==> config.mk <==
export PLATFORM = sky130hd
export DESIGN_NAME = tof_readout_block_decoder
export DESIGN_NICKNAME = d
export VERILOG_FILES = /design/src/hw/rtl/tofrb_pkg.sv /design/src/hw/rtl/tofrb_front.sv /design/src/hw/rtl/tofrb_queue.sv /design/src/hw/rtl/tofrb_back.sv /design/src/hw/rtl/tof_readout_block_decoder.sv
export SDC_FILE = /design/constraint.sdc
export NUM_CORES = 1
export LEC_CHECK = 0
export ABC_AREA = 0
export CAP_MARGIN = 20
export CORE_ASPECT_RATIO = 1.1
export CORE_MARGIN = 4
export CORE_UTILIZATION = 55
export CTS_BUF_LIST = sky130_fd_sc_hd__clkbuf_8
export CTS_CLUSTER_DIAMETER = 60
export DETAILED_ROUTE_END_ITERATION = 8
export DONT_BUFFER_PORTS = 1
export PLACE_DENSITY_LB_ADDON = 0.1
export SLEW_MARGIN = 25
export SYNTH_ARGS = -nofsm -noshare
export SYNTH_HDL_FRONTEND = slang
export SYNTH_SLANG_ARGS = --single-unit
==> constraint.sdc <==
create_clock -name clock -period 15.2 [get_ports clock]
set_input_delay 0.76 -clock clock [delete_from_list [all_inputs] [get_ports clock]]
set_output_delay 0.76 -clock clock [all_outputs]
set_load 0.02 [all_outputs]
==> src/hw/rtl/tofrb_pkg.sv <==
`default_nettype none
package tofrb_pkg;

   typedef struct packed {
      logic [15:0] data_word;
      logic [11:0] word_position;
      logic [11:0] block_length;
      logic [4:0]  node_id;
      logic        block_end;
   } req_type;

   typedef struct packed {
      logic [2:0]  kind;
      logic [6:0]  target_index;
      logic [20:0] value;
      logic [3:0]  status_code;
      logic        last;
   } rsp_type;

   typedef enum logic [2:0] {
      KIND_ADC   = 3'd0,
      KIND_TDC   = 3'd1,
      KIND_FINE  = 3'd2,
      KIND_PAT   = 3'd3,
      KIND_WARN  = 3'd4,
      KIND_END   = 3'd5
   } kind_type;

   typedef enum logic [3:0] {
      WARN_MISMATCH = 4'd0,
      WARN_TYPE     = 4'd1,
      WARN_SLOT     = 4'd2,
      WARN_NOHEAD   = 4'd3,
      WARN_EARLY    = 4'd4,
      WARN_EVENT    = 4'd5,
      WARN_COUNT    = 4'd6,
      WARN_OVERFLOW = 4'd7,
      WARN_NODE     = 4'd8
   } warn_type;

   // classified work for the back end
   typedef enum logic [2:0] {
      OP_NONE    = 3'd0,
      OP_NODE    = 3'd1,
      OP_MISM    = 3'd2,
      OP_ADC     = 3'd3,
      OP_PAT     = 3'd4,
      OP_PAIR    = 3'd5
   } op_type;

   typedef struct packed {
      op_type      op;
      logic [6:0]  index;
      logic [11:0] adc_value;
      logic [9:0]  pat_value;
      logic [15:0] first_word;
      logic [15:0] second_word;
      logic [4:0]  node_id;
      logic        block_end;
   } work_type;

   localparam logic [11:0] TDC_START = 12'd94;
   localparam logic [11:0] PAT_A     = 12'd91;
   localparam logic [11:0] PAT_B     = 12'd92;
   localparam logic [11:0] CNT_MAX   = 12'd4095;

   function automatic logic node_ok(input logic [4:0] n);
      return n == 5'd4 || n == 5'd6 || n == 5'd18 || n == 5'd20;
   endfunction

   function automatic logic [2:0] base_of(input logic [4:0] n, input logic grp);
      logic [1:0] plane;
      logic       side;
      if (n == 5'd4 || n == 5'd6) begin
         plane = {1'b0, grp};
         side  = (n == 5'd4) ? ~grp : grp;
      end else begin
         plane = 2'd3 - {1'b0, grp};
         side  = (n == 5'd18);
      end
      return {plane, side};
   endfunction

   function automatic logic [9:0] reorder(input logic [15:0] w);
      return {w[9], w[4], w[8], w[3], w[7], w[2], w[6], w[1], w[5], w[0]};
   endfunction

endpackage
`default_nettype wire

==> src/hw/rtl/tofrb_front.sv <==
`default_nettype none
module tofrb_front #(
   parameter int ADC_WORDS = 90
) (
   input  wire logic                clock,
   input  wire logic                reset,
   input  wire tofrb_pkg::req_type  item,
   input  wire logic                take,
   output tofrb_pkg::work_type      work
);

   logic [15:0] held_ff, held_in;
   logic [11:0] pos, rel;
   logic [3:0]  id;
   logic [7:0]  grp;
   logic [3:0]  rem;
   logic [12:0] prod;
   logic [12:0] lim;
   logic [6:0]  ich;
   logic [2:0]  tgt;

   always_ff @(posedge clock) begin
      if (reset) begin
         held_ff <= '0;
      end else begin
         held_ff <= held_in;
      end
   end

   always_comb begin
      pos  = item.word_position;
      rel  = pos - tofrb_pkg::TDC_START;
      id   = item.data_word[15:12];
      // group of nine by reciprocal multiply, exact below 128
      prod = 13'(pos[6:0]) * 13'd57;
      grp  = {4'd0, prod[12:9]};
      rem  = 4'(pos[6:0] - 7'({grp[3:0], 3'd0} + {3'd0, grp[3:0]}));
      lim  = 13'(item.block_length) - 13'd105;
      ich  = 7'({grp[2:0], id[0]});
      tgt  = 3'd0;
      case (item.node_id)
         5'd4:    tgt = (pos == tofrb_pkg::PAT_A) ? 3'd0 : 3'd3;
         5'd6:    tgt = (pos == tofrb_pkg::PAT_A) ? 3'd1 : 3'd2;
         5'd18:   tgt = (pos == tofrb_pkg::PAT_A) ? 3'd4 : 3'd6;
         default: tgt = (pos == tofrb_pkg::PAT_A) ? 3'd5 : 3'd7;
      endcase
      held_in           = held_ff;
      work              = '0;
      work.op           = tofrb_pkg::OP_NONE;
      work.node_id      = item.node_id;
      work.block_end    = item.block_end;
      work.first_word   = held_ff;
      work.second_word  = item.data_word;
      work.adc_value    = item.data_word[11:0];
      work.pat_value    = tofrb_pkg::reorder(item.data_word);
      if (!tofrb_pkg::node_ok(item.node_id)) begin
         work.op = tofrb_pkg::OP_NODE;
      end else if (pos < 12'(ADC_WORDS)) begin
         if ({4'd0, rem} != {4'd0, id}) begin
            work.op    = tofrb_pkg::OP_MISM;
            work.index = pos[6:0];
         end else if (id < 4'd4 && grp < 8'd5) begin
            work.op    = tofrb_pkg::OP_ADC;
            work.index = 7'(tofrb_pkg::base_of(item.node_id, id[1])) * 7'd10 + ich;
         end
      end else if (pos == tofrb_pkg::PAT_A || pos == tofrb_pkg::PAT_B) begin
         work.op    = tofrb_pkg::OP_PAT;
         work.index = {4'd0, tgt};
      end else if (pos >= tofrb_pkg::TDC_START) begin
         if (!rel[0]) begin
            held_in = item.data_word;
         end else if ($signed({2'b0, rel} - 14'd1) < $signed({lim[12], lim})) begin
            work.op = tofrb_pkg::OP_PAIR;
         end
      end
      if (!take) begin
         held_in = held_ff;
      end
   end

endmodule
`default_nettype wire

==> src/hw/rtl/tofrb_queue.sv <==
`default_nettype none
module tofrb_queue #(
   parameter int DEPTH = 4
) (
   input  wire logic                 clock,
   input  wire logic                 reset,
   input  wire tofrb_pkg::work_type  wr_data,
   input  wire logic                 wr_en,
   output logic                      full,
   output tofrb_pkg::work_type       rd_data,
   input  wire logic                 rd_en,
   output logic                      empty
);

   localparam int AW = $clog2(DEPTH);

   tofrb_pkg::work_type mem_ff [DEPTH];
   logic [AW-1:0] wp_ff, wp_in, rp_ff, rp_in;
   logic [AW:0]   cnt_ff, cnt_in;

   always_ff @(posedge clock) begin
      if (reset) begin
         wp_ff  <= '0;
         rp_ff  <= '0;
         cnt_ff <= '0;
      end else begin
         wp_ff  <= wp_in;
         rp_ff  <= rp_in;
         cnt_ff <= cnt_in;
      end
      if (wr_en) begin
         mem_ff[wp_ff] <= wr_data;
      end
   end

   always_comb begin
      full    = cnt_ff == (AW+1)'(DEPTH);
      empty   = cnt_ff == '0;
      rd_data = mem_ff[rp_ff];
      wp_in   = wr_en ? ((wp_ff == AW'(DEPTH - 1)) ? '0 : wp_ff + 1'b1) : wp_ff;
      rp_in   = rd_en ? ((rp_ff == AW'(DEPTH - 1)) ? '0 : rp_ff + 1'b1) : rp_ff;
      cnt_in  = cnt_ff + (AW+1)'(wr_en) - (AW+1)'(rd_en);
   end

endmodule
`default_nettype wire

==> src/hw/rtl/tofrb_back.sv <==
`default_nettype none
module tofrb_back #(
   parameter int SLOT_DEPTH = 100
) (
   input  wire logic                 clock,
   input  wire logic                 reset,
   input  wire tofrb_pkg::work_type  work,
   input  wire logic                 work_valid,
   output logic                      work_take,
   output tofrb_pkg::rsp_type        rsp_data,
   output logic                      rsp_valid,
   input  wire logic                 rsp_pop
);

   // up to three results per item, sent from a small buffer
   tofrb_pkg::rsp_type buf_ff [3];
   tofrb_pkg::rsp_type buf_in [3];
   logic [1:0] n_ff, n_in, i_ff, i_in;

   logic [11:0] cnt_ff [5];
   logic [11:0] cnt_in [5];
   logic [23:0] pend_ff [4];
   logic [23:0] pend_in [4];
   logic [11:0] sev_ff [5];
   logic [11:0] sev_in [5];

   logic [3:0]  ty, id;
   logic [2:0]  sid;
   logic [23:0] e;
   logic [11:0] evt, cnt;
   logic [23:0] p;
   logic [3:0]  pich;
   logic [20:0] tch;
   logic [2:0]  base;
   logic [1:0]  k;
   logic        done, go;
   tofrb_pkg::rsp_type r [3];

   always_ff @(posedge clock) begin
      if (reset) begin
         n_ff <= '0;
         i_ff <= '0;
         for (int s = 0; s < 5; s++) begin
            cnt_ff[s] <= '0;
         end
      end else begin
         n_ff <= n_in;
         i_ff <= i_in;
         for (int s = 0; s < 5; s++) begin
            cnt_ff[s] <= cnt_in[s];
         end
      end
      for (int s = 0; s < 5; s++) begin
         sev_ff[s] <= sev_in[s];
      end
      for (int s = 0; s < 4; s++) begin
         pend_ff[s] <= pend_in[s];
      end
      for (int s = 0; s < 3; s++) begin
         buf_ff[s] <= buf_in[s];
      end
   end

   function automatic tofrb_pkg::rsp_type mk(input tofrb_pkg::kind_type kd,
                                             input logic [6:0] ix,
                                             input logic [20:0] v,
                                             input tofrb_pkg::warn_type c);
      tofrb_pkg::rsp_type o;
      o.kind = kd;
      o.target_index = ix;
      o.value = v;
      o.status_code = c;
      o.last = 1'b0;
      return o;
   endfunction

   always_comb begin
      ty   = work.first_word[15:12];
      id   = work.first_word[11:8];
      sid  = id[2:0];
      e    = {work.first_word[7:0], work.second_word};
      evt  = e[23:12];
      cnt  = (id < 4'd5) ? cnt_ff[sid] : '0;
      p    = pend_ff[sid[1:0]];
      pich = {p[23:21], id[0]};
      tch  = {p[18:0], p[20:19]};
      base = tofrb_pkg::base_of(work.node_id, id[1]);
      cnt_in = cnt_ff;
      pend_in = pend_ff;
      sev_in = sev_ff;
      for (int s = 0; s < 3; s++) begin
         r[s] = mk(tofrb_pkg::KIND_WARN, '0, '0, tofrb_pkg::WARN_MISMATCH);
      end
      k = '0;

      done      = (i_ff == n_ff);
      go        = work_valid && (done || (n_ff != '0 && i_ff == n_ff - 2'd1 && rsp_pop));
      work_take = go;

      case (work.op)
         tofrb_pkg::OP_NODE: begin
            r[0] = mk(tofrb_pkg::KIND_WARN, '0, '0, tofrb_pkg::WARN_NODE);
            k = 2'd1;
         end
         tofrb_pkg::OP_MISM: begin
            r[0] = mk(tofrb_pkg::KIND_WARN, work.index, '0, tofrb_pkg::WARN_MISMATCH);
            k = 2'd1;
         end
         tofrb_pkg::OP_ADC: begin
            r[0] = mk(tofrb_pkg::KIND_ADC, work.index, 21'(work.adc_value),
                      tofrb_pkg::WARN_MISMATCH);
            k = 2'd1;
         end
         tofrb_pkg::OP_PAT: begin
            r[0] = mk(tofrb_pkg::KIND_PAT, work.index, 21'(work.pat_value),
                      tofrb_pkg::WARN_MISMATCH);
            k = 2'd1;
         end
         tofrb_pkg::OP_PAIR: begin
            k = 2'd1;
            if (!(ty == 4'd8 || ty == 4'd2 || ty == 4'd4 || ty == 4'd3)) begin
               r[0] = mk(tofrb_pkg::KIND_WARN, {3'd0, id}, '0, tofrb_pkg::WARN_TYPE);
            end else if (id >= 4'd5) begin
               r[0] = mk(tofrb_pkg::KIND_WARN, {3'd0, id}, '0, tofrb_pkg::WARN_SLOT);
            end else if (cnt == '0 && ty != 4'd8) begin
               r[0] = mk(tofrb_pkg::KIND_WARN, {3'd0, id}, '0, tofrb_pkg::WARN_NOHEAD);
            end else if (cnt < 12'd2 && ty == 4'd3) begin
               r[0] = mk(tofrb_pkg::KIND_WARN, {3'd0, id}, '0, tofrb_pkg::WARN_EARLY);
            end else if (ty == 4'd3 && sev_ff[sid] != evt) begin
               r[0] = mk(tofrb_pkg::KIND_WARN, {3'd0, id}, '0, tofrb_pkg::WARN_EVENT);
            end else if (ty == 4'd3 && e[11:0] != cnt) begin
               r[0] = mk(tofrb_pkg::KIND_WARN, {3'd0, id}, '0, tofrb_pkg::WARN_COUNT);
            end else begin
               k = '0;
               if (id < 4'd4 && cnt >= 12'd3 && 13'(cnt) - 13'd1 < 13'(SLOT_DEPTH)) begin
                  if (pich < 4'd10) begin
                     r[k] = mk(tofrb_pkg::KIND_TDC,
                               7'(base) * 7'd10 + 7'(pich), tch, tofrb_pkg::WARN_MISMATCH);
                     k = k + 2'd1;
                  end else if (pich < 4'd12) begin
                     r[k] = mk(tofrb_pkg::KIND_FINE,
                               7'({base, 1'b0}) + 7'(pich - 4'd10), tch,
                               tofrb_pkg::WARN_MISMATCH);
                     k = k + 2'd1;
                  end
               end
               if (13'(cnt) >= 13'(SLOT_DEPTH)) begin
                  r[k] = mk(tofrb_pkg::KIND_WARN, {3'd0, id}, '0, tofrb_pkg::WARN_OVERFLOW);
                  k = k + 2'd1;
               end else if (go) begin
                  if (id < 4'd4) begin
                     pend_in[sid[1:0]] = e;
                  end
                  if (cnt == 12'd1) begin
                     sev_in[sid] = evt;
                  end
               end
               if (go && cnt != tofrb_pkg::CNT_MAX) begin
                  cnt_in[sid] = cnt + 12'd1;
               end
            end
         end
         default: k = '0;
      endcase

      if (work.block_end) begin
         r[k] = mk(tofrb_pkg::KIND_END, '0, '0, tofrb_pkg::WARN_MISMATCH);
         k = k + 2'd1;
         if (go) begin
            for (int s = 0; s < 5; s++) begin
               cnt_in[s] = '0;
            end
         end
      end
      if (k != '0) begin
         r[k - 2'd1].last = 1'b1;
      end

      rsp_valid = !done;
      rsp_data  = buf_ff[i_ff];
      buf_in    = buf_ff;
      n_in      = n_ff;
      i_in      = (rsp_valid && rsp_pop) ? i_ff + 2'd1 : i_ff;
      if (go) begin
         buf_in = r;
         n_in   = k;
         i_in   = '0;
      end
   end

endmodule
`default_nettype wire

==> src/hw/rtl/tof_readout_block_decoder.sv <==
`default_nettype none
// channel   ports                      direction
// req       push / full / req_item     in, one word item
// rsp       pop / empty / rsp_item     out, one result item
//
// a word is taken each cycle while the four-entry work queue has room
// a taken word is written to the work queue; its results are then registered in the result buffer
// each word yields up to three items; one per cycle on the result side while pop is held
// slot counts and held word clear on synchronous reset
// result stalls back up the queue and then raise full
module tof_readout_block_decoder #(
   parameter int SLOT_DEPTH = 100,
   parameter int ADC_WORDS  = 90
) (
   input  wire logic                clock,
   input  wire logic                reset,
   input  wire logic                push,
   output logic                     full,
   input  wire tofrb_pkg::req_type  req_item,
   output logic                     empty,
   input  wire logic                pop,
   output tofrb_pkg::rsp_type       rsp_item
);

   tofrb_pkg::work_type w_in, w_out;
   logic q_full, q_empty, take, rsp_valid, acc;

   assign acc   = push && !q_full;
   assign full  = q_full;
   assign empty = !rsp_valid;

   tofrb_front #(.ADC_WORDS(ADC_WORDS)) u_front (
      .clock(clock), .reset(reset), .item(req_item), .take(acc), .work(w_in)
   );

   tofrb_queue #(.DEPTH(4)) u_queue (
      .clock(clock), .reset(reset), .wr_data(w_in), .wr_en(acc), .full(q_full),
      .rd_data(w_out), .rd_en(take), .empty(q_empty)
   );

   tofrb_back #(.SLOT_DEPTH(SLOT_DEPTH)) u_back (
      .clock(clock), .reset(reset), .work(w_out), .work_valid(!q_empty),
      .work_take(take), .rsp_data(rsp_item), .rsp_valid(rsp_valid), .rsp_pop(pop)
   );

endmodule
`default_nettype wire

==> results of run 1 <==
per-layer routing:
layer,GRT usage,part of all wire,vias up
li1,-,-,6567
met1,0.327,0.43,7215
met2,0.402,0.49,411
met3,0.0525,0.062,99
met4,0.0819,0.027,0
met5,0,0,-
logic make-up (layout without fill, tap and decap cells):
logic type	count (synthesis)	after routing
xor gates and xnor gates	93	93
and+or+nand+nor	459	459
muxes	223	223
DFF	482	482
buffers and inverters	135	223
AOI/OAI and AO/OA	236	236
other	1	2
adders and majority gates	90	90
worst max path at each step:
stage | endpoint | slack (ps) | cells past startpoint
2_1_floorplan | u_queue.mem_ff[0][67]$_DFFE_PP_ | 9620 | 17
3_3_place_gp | u_back.buf_ff[99]$_DFFE_PP_ | 8150 | 18
3_5_place_dp | u_back.buf_ff[99]$_DFFE_PP_ | 8130 | 18
4_1_cts | u_back.buf_ff[99]$_DFFE_PP_ | 8080 | 18
5_1_grt | u_back.buf_ff[99]$_DFFE_PP_ | 7610 | 20
6_report | u_back.buf_ff[99]$_DFFE_PP_ | 8190 | 20
synthesized netlist by cell type, types with 10 or more instances:
master	n	area, sq um
nor3b_1	10	75.1
a21o_1	18	135
buf_2	20	100
nand2b_1	15	93.8
nand4_1	17	106
dfxtp_1	89	1780
and2_1	45	282
mux2i_1	140	1400
nand3_1	31	155
xnor2_1	49	429
a22oi_1	14	105
nor2b_1	13	81.3
nor2_1	91	342
nand2_1	146	548
edfxtp_1	393	11800
mux2_2	11	124
o21ai_0	26	130
a21oi_1	61	305
inv_1	56	210
mux4_2	71	1600
o22ai_1	10	62.6
nor3_1	33	165
fa_1	13	260
ha_1	77	963
clkbuf_1	33	124
xor2_1	44	385
final cells by class:
class | instances | area share
Tap cell | 567 | 0.0279
Sequential cell | 482 | 0.534
Clock inverter | 58 | 0.0131
Inverter | 58 | 0.00855
Clock buffer | 82 | 0.0443
Timing Repair Buffer | 25 | 0.00737
Multi-Input combinational cell | 1103 | 0.365
metrics by stage:
stage | hold slack (ps) | util | worst slack (ps) | cells
after global routing | 136 | 0.603 | 7610 | 2375
after global placement | 445 | 0.568 | 8150 | 2235
final | 182 | 0.603 | 8190 | 2375
after floorplan | 435 | - | 9620 | 1720
after detailed placement | 454 | 0.568 | 8130 | 2235
after CTS | 134 | 0.603 | 8080 | 2375
flip-flops by register name (all words and copies together), names as in the netlist, named ones only:
| name | flops |
|---|---|
| u_back.pend_ff | 96 |
| u_back.buf_ff | 45 |
| u_front.held_ff | 16 |
| u_back.i_ff | 2 |
| u_back.sev_ff | 60 |
| u_back.cnt_ff | 60 |
| u_queue.cnt_ff | 3 |
| u_queue.rp_ff | 2 |
| u_queue.wp_ff | 2 |
| u_back.n_ff | 2 |
| u_queue.mem_ff | 192 |
power groups by stage:
stage / Combinational (mW) / Sequential, mW / Clock, mW
global placement: 1.65 / 1.73 / 0
detailed placement: 1.67 / 1.73 / 0
CTS: 1.67 / 1.71 / 1.07
floorplan: 1.24 / 1.70 / 0
finish: 1.68 / 1.70 / 1.04
global route: 1.81 / 1.72 / 1.14
worst max-delay path: stages, from the launching register on:
cell	delay [ps]
dfxtp_4	590
mux4_4	870
buf_4	420
nand2b_1	420
o22ai_1	120
a21oi_1	270
or2_0	380
ha_1	280
inv_1	120
nor4bb_1	530
a2111oi_4	110
nor3_1	430
ha_1	310
nor3b_1	290
a41o_1	400
ha_1	220
nand2_1	130
nand2b_1	450
nor2_1	110
nand3_1	100
o211ai_1	100
==> flow_metrics.tcl, run 1 <==
set metrics [dict create \
    yosys_most_used_dff "edfxtp_1" \
    finClkSkew_ps 30.5 \
    min-delay-start "reset" \
    ir_drop_uv 87.2 \
    dp_hpwl_um 38000 \
    initial_utilization 0.556 \
    grtUsageTotal 0.244 \
    clkTransAtPathRegs_ps 60 \
    maxSlewHeadroom 0.292 \
    cts_sinks 482 \
    drive_gt1_frac 0.143 \
    cts_buffers 78 \
    finalSetupViolations 0 \
    rsz0062_at_grt "no" \
    final-max-slew-violation-count 0 \
    synthToLayoutAreaGrowth_pct 8.55 \
    path_class "reg2reg" \
    drt-initial-drc-count 959 \
    synthSimpleGateAreaFrac 0.102 \
    combPwrFrac 0.379 \
    antennaDiodeCount 0 \
    n_fill_cell 3346 \
    totalPowerFinal_mw 4.43 \
    p_leak_nw 9.28 \
    rrSetupSlack_ps 8190 \
    ctsResizeCount 0 \
    p_sw_mw 1.68 \
    synth_edf_count 393 \
    fmax_mhz 143 \
    fin_nets 1888 \
    holdPathStages 1 \
    reg2reg_depth 20 \
    synth.distinct_cells 97 \
    p_clk_frac 0.236 \
    htreeDepth 3 \
    rows 79 \
    muxShareOfSynthArea 0.134 \
    finalCriticalPeriod_ps 7010 \
    drt-wirelength-per-cell_um 23.4 \
    synth_fa_ha_area_frac 0.0522 \
    tritoncts "done" \
    switching_share 0.379 \
    fin_crit_sh 0.461 \
    mostFrequentLayoutCell "edfxtp_1" \
    grt_max_degree 73 \
    worst_pin_slew_ps 1060 \
    io_buffers 0 \
    dpl-instance-area_sq_um 24000 \
    timing.rr.end "u_back.buf_ff[99]$_DFFE_PP_" \
    ant_nets 0 \
    synth-xor-area-share 0.0347 \
    synth_seq_area_share 0.579 \
    clock_latency_ps 660 \
    power.density_nw_per_um2 174 \
    clk_path_buf_depth 3 \
    p_int_mw 2.75 \
    hold_buffers 0 \
    layout_common_cells "edfxtp_1 (393), nand2_1 (146), mux2i_1 (140)" \
    clock-root-buffer "clkbuf_8" \
    status "finished, final reports clean" \
    area.sequential_sq_um 13600 \
    finalHoldViolations 0 \
    synth_top_family_by_area "multiplexers" \
    dieWidth_um 205 \
    path_max_fanout 45 \
    via_per_inst 6.02 \
    yosys_warnings 0 \
    antenna_found_initial 0 \
    vias 14300 \
    synth_compound_area_frac 0.0712 \
    synth_cells 1719 \
    first_global_vias 14400 \
    postLayoutCellArea_sq_um 25500 \
    hp-class "in2reg" \
    drc 0 \
    die-height_um 225 \
    cp-end-kind "register" \
    ios 88 \
    finalWirelength_um 55500 \
    ys_seq_elements 482 \
    max-cap-violations 0 \
    post_cts_buffers 0 \
    first_pass_iters 8 \
    critPathLaunchType "register" \
    core_sq_um 42200 \
    routabilityCongestion 0.948 \
    grt_pass1_wl_um 84900 \
    synthesis.area_sq_um 23400 \
    cp.required_ps 15550 \
    seqPwrFrac 0.385 \
    syn_avg_cell_area_sq_um 13.6 \
    timing.hold.worst_endpoint "u_back.n_ff[1]$_SDFFE_PP0P_" \
    async_reset_ff_frac 0 \
    gr-total-overflow 0 \
    cp.arrival_ps 7360 \
    multi_input_area_sq_um 9290 \
    finalSetupTns_ps 0 \
    dieArea_sq_um 46000 \
]
Power figures use the tool's default switching activity.
==> run 2: changes to the inputs <==
==> constraint.sdc (replaced) <==
create_clock -name clock -period 6.8 [get_ports clock]
set_input_delay 0.34 -clock clock [delete_from_list [all_inputs] [get_ports clock]]
set_output_delay 0.34 -clock clock [all_outputs]
set_load 0.02 [all_outputs]
==> run 2 against run 1 <==
Against the previous run: die area did not move; clock-buffer cell count rose by 1; routed wire length rose by 0.50%; worst setup slack got worse by 7800 ps; power rose by 120%; global-route usage fell by 0.10 points; via count rose by 1.6%; clock power rose by 120%; sequential cell count did not move; final area rose by 1.7%; utilization rose by 1.0 points; critical path type unchanged; critical endpoint is now u_back.n_ff[1]$_SDFFE_PP0P_.
==> flow_metrics.tcl, run 2 (synthesis results as in run 1) <==
set metrics [dict create \
    cp.arrival_ps 6980 \
    ant_nets 0 \
    tritoncts "done" \
    reg2reg_depth 20 \
    min-delay-start "req_item[19]" \
    die-height_um 225 \
    critPathTopFamily "compound AO/OA/AOI/OAI gates" \
    grt_max_degree 73 \
    clkTransAtPathRegs_ps 60 \
    finalHoldViolations 0 \
    routabilityCongestion 0.944 \
    finalSetupViolations 0 \
    dieWidth_um 205 \
    mostFrequentLayoutCell "edfxtp_1" \
    finClkSkew_ps 29.0 \
    clock-root-buffer "clkbuf_8" \
    ctsResizeCount 0 \
    critPathBufInv 4 \
    dpl-instance-area_sq_um 24100 \
    ir_drop_uv 221 \
    rows 79 \
    cts_buffers 78 \
    fmax_mhz 156 \
    path_class "reg2reg" \
    totalPowerFinal_mw 9.91 \
    grtUsageTotal 0.243 \
    finalWirelength_um 55800 \
    p_leak_nw 9.57 \
    maxSlewHeadroom 0.334 \
    worst_pin_slew_ps 995 \
    max-cap-violations 0 \
    cp_slowest_cell "mux4_4" \
    finalCriticalPeriod_ps 6390 \
    cp_common_cell "ha_1" \
    synthToLayoutAreaGrowth_pct 10.4 \
    routed-wl-met3_um 3690 \
    fin_crit_sh 0.940 \
    core_sq_um 42200 \
    io_buffers 0 \
    path_cells "mux4_4, or2_2, o22ai_1, a21oi_1, or2_0, buf_4, ha_1, xnor2_1, nand4b_4, a2111oi_4, nor3_1, buf_4, ha_1, nor3b_1, a41o_1, inv_1, ha_1, nand2b_1, a311oi_2, dlygate4sd3_1" \
    timing.hold.worst_endpoint "u_queue.mem_ff[0][61]$_DFFE_PP_" \
    vias 14500 \
    htreeDepth 3 \
    cpPeakStageDelay_ps 920 \
    ios 88 \
    via_per_inst 5.97 \
    largestRegisters "u_queue.mem_ff (192), u_back.pend_ff (96)" \
    cp-end-kind "register" \
    dieArea_sq_um 46000 \
    pre_cts_ws_ps 802 \
    grt_pass1_wl_um 85500 \
    antenna_found_initial 2 \
    cts_sinks 482 \
    met2_wirelength_um 26900 \
    largest_reg_flops 192 \
    wl_met1_um 23900 \
    drt-wirelength-per-cell_um 22.9 \
    finalSetupTns_ps 0 \
    initial_utilization 0.556 \
    clock_latency_ps 660 \
    drive_gt1_frac 0.151 \
    rrSetupSlack_ps 410 \
    gr-total-overflow 0 \
    antennaDiodeCount 0 \
    layout_common_cells "edfxtp_1 (393), nand2_1 (146), mux2i_1 (140)" \
    fin_nets 1939 \
    dp_hpwl_um 37400 \
    timing.rr.end "u_back.n_ff[1]$_SDFFE_PP0P_" \
    cp.required_ps 7390 \
    hold_buffers 28 \
    holdPathStages 2 \
    critPathLaunchType "register" \
    rsz0062_at_grt "no" \
    path_max_fanout 21 \
    postLayoutCellArea_sq_um 25900 \
    drt-initial-drc-count 947 \
    clk_path_buf_depth 3 \
    fin_ws_ps 407 \
    status "finished, final reports clean" \
    final-max-slew-violation-count 0 \
    drc 0 \
    regMostFlops "u_queue.mem_ff" \
    hp-class "in2reg" \
    power.density_nw_per_um2 383 \
    first_pass_iters 7 \
    first_global_vias 14500 \
    highest_layer "met5" \
    post_cts_buffers 0 \
]
[run 2: changes by cell type in the layout (fill, tap and decap cells not counted), moves of 2 or more]
cell           change
dlygate4sd3_1     +27
buf_4             +23
inv_1             +13
clkinv_1           -8
inv_12             -2
inv_8              +2
[run 2: cell type report]
class,count,area [sq um]
inverter,58,218
multi-input combinational,1103,9280
fill,3317,16300
sequential,482,13600
tap,567,709
clock buffer,83,1140
timing repair buffer,76,651
clock inverter,62,309
[run 2: metal layers]
layer | up-vias | track usage
met5 | - | 0
met4 | 2 | 0.0724
li1 | 6683 | -
met2 | 545 | 0.399
met1 | 7197 | 0.339
met3 | 91 | 0.0422
[run 2: stage by stage]
stage	hold slack, ps	util	instances
after floorplan	435	-	1720
after global placement	419	0.572	2258
after detailed placement	422	0.572	2258
after CTS	54.9	0.613	2431
after global routing	90.1	0.614	2431
final	145	0.614	2431
[run 2: power by group]
group | leakage, nW | switching (mW) | internal, mW
Sequential | 4.35 | 0.137 | 3.68
Clock | 0.870 | 1.12 | 1.18
Combinational | 4.35 | 2.47 | 1.32
Total | 9.57 | 3.73 | 6.18
[run 2: how the worst max path moves through the flow]
stage               startpoint                      endpoint  slack (ps)  depth (start not counted)
floorplan             register   u_back.pend_ff[0]$_DFFE_PP_        1600                         13
global placement      register   u_back.buf_ff[99]$_DFFE_PP_         850                         22
detailed placement    register  u_back.buf_ff[104]$_DFFE_PP_         800                         21
CTS                   register   u_back.n_ff[1]$_SDFFE_PP0P_         470                         20
global route          register   u_back.n_ff[1]$_SDFFE_PP0P_          20                         19
finish                register   u_back.n_ff[1]$_SDFFE_PP0P_         410                         20
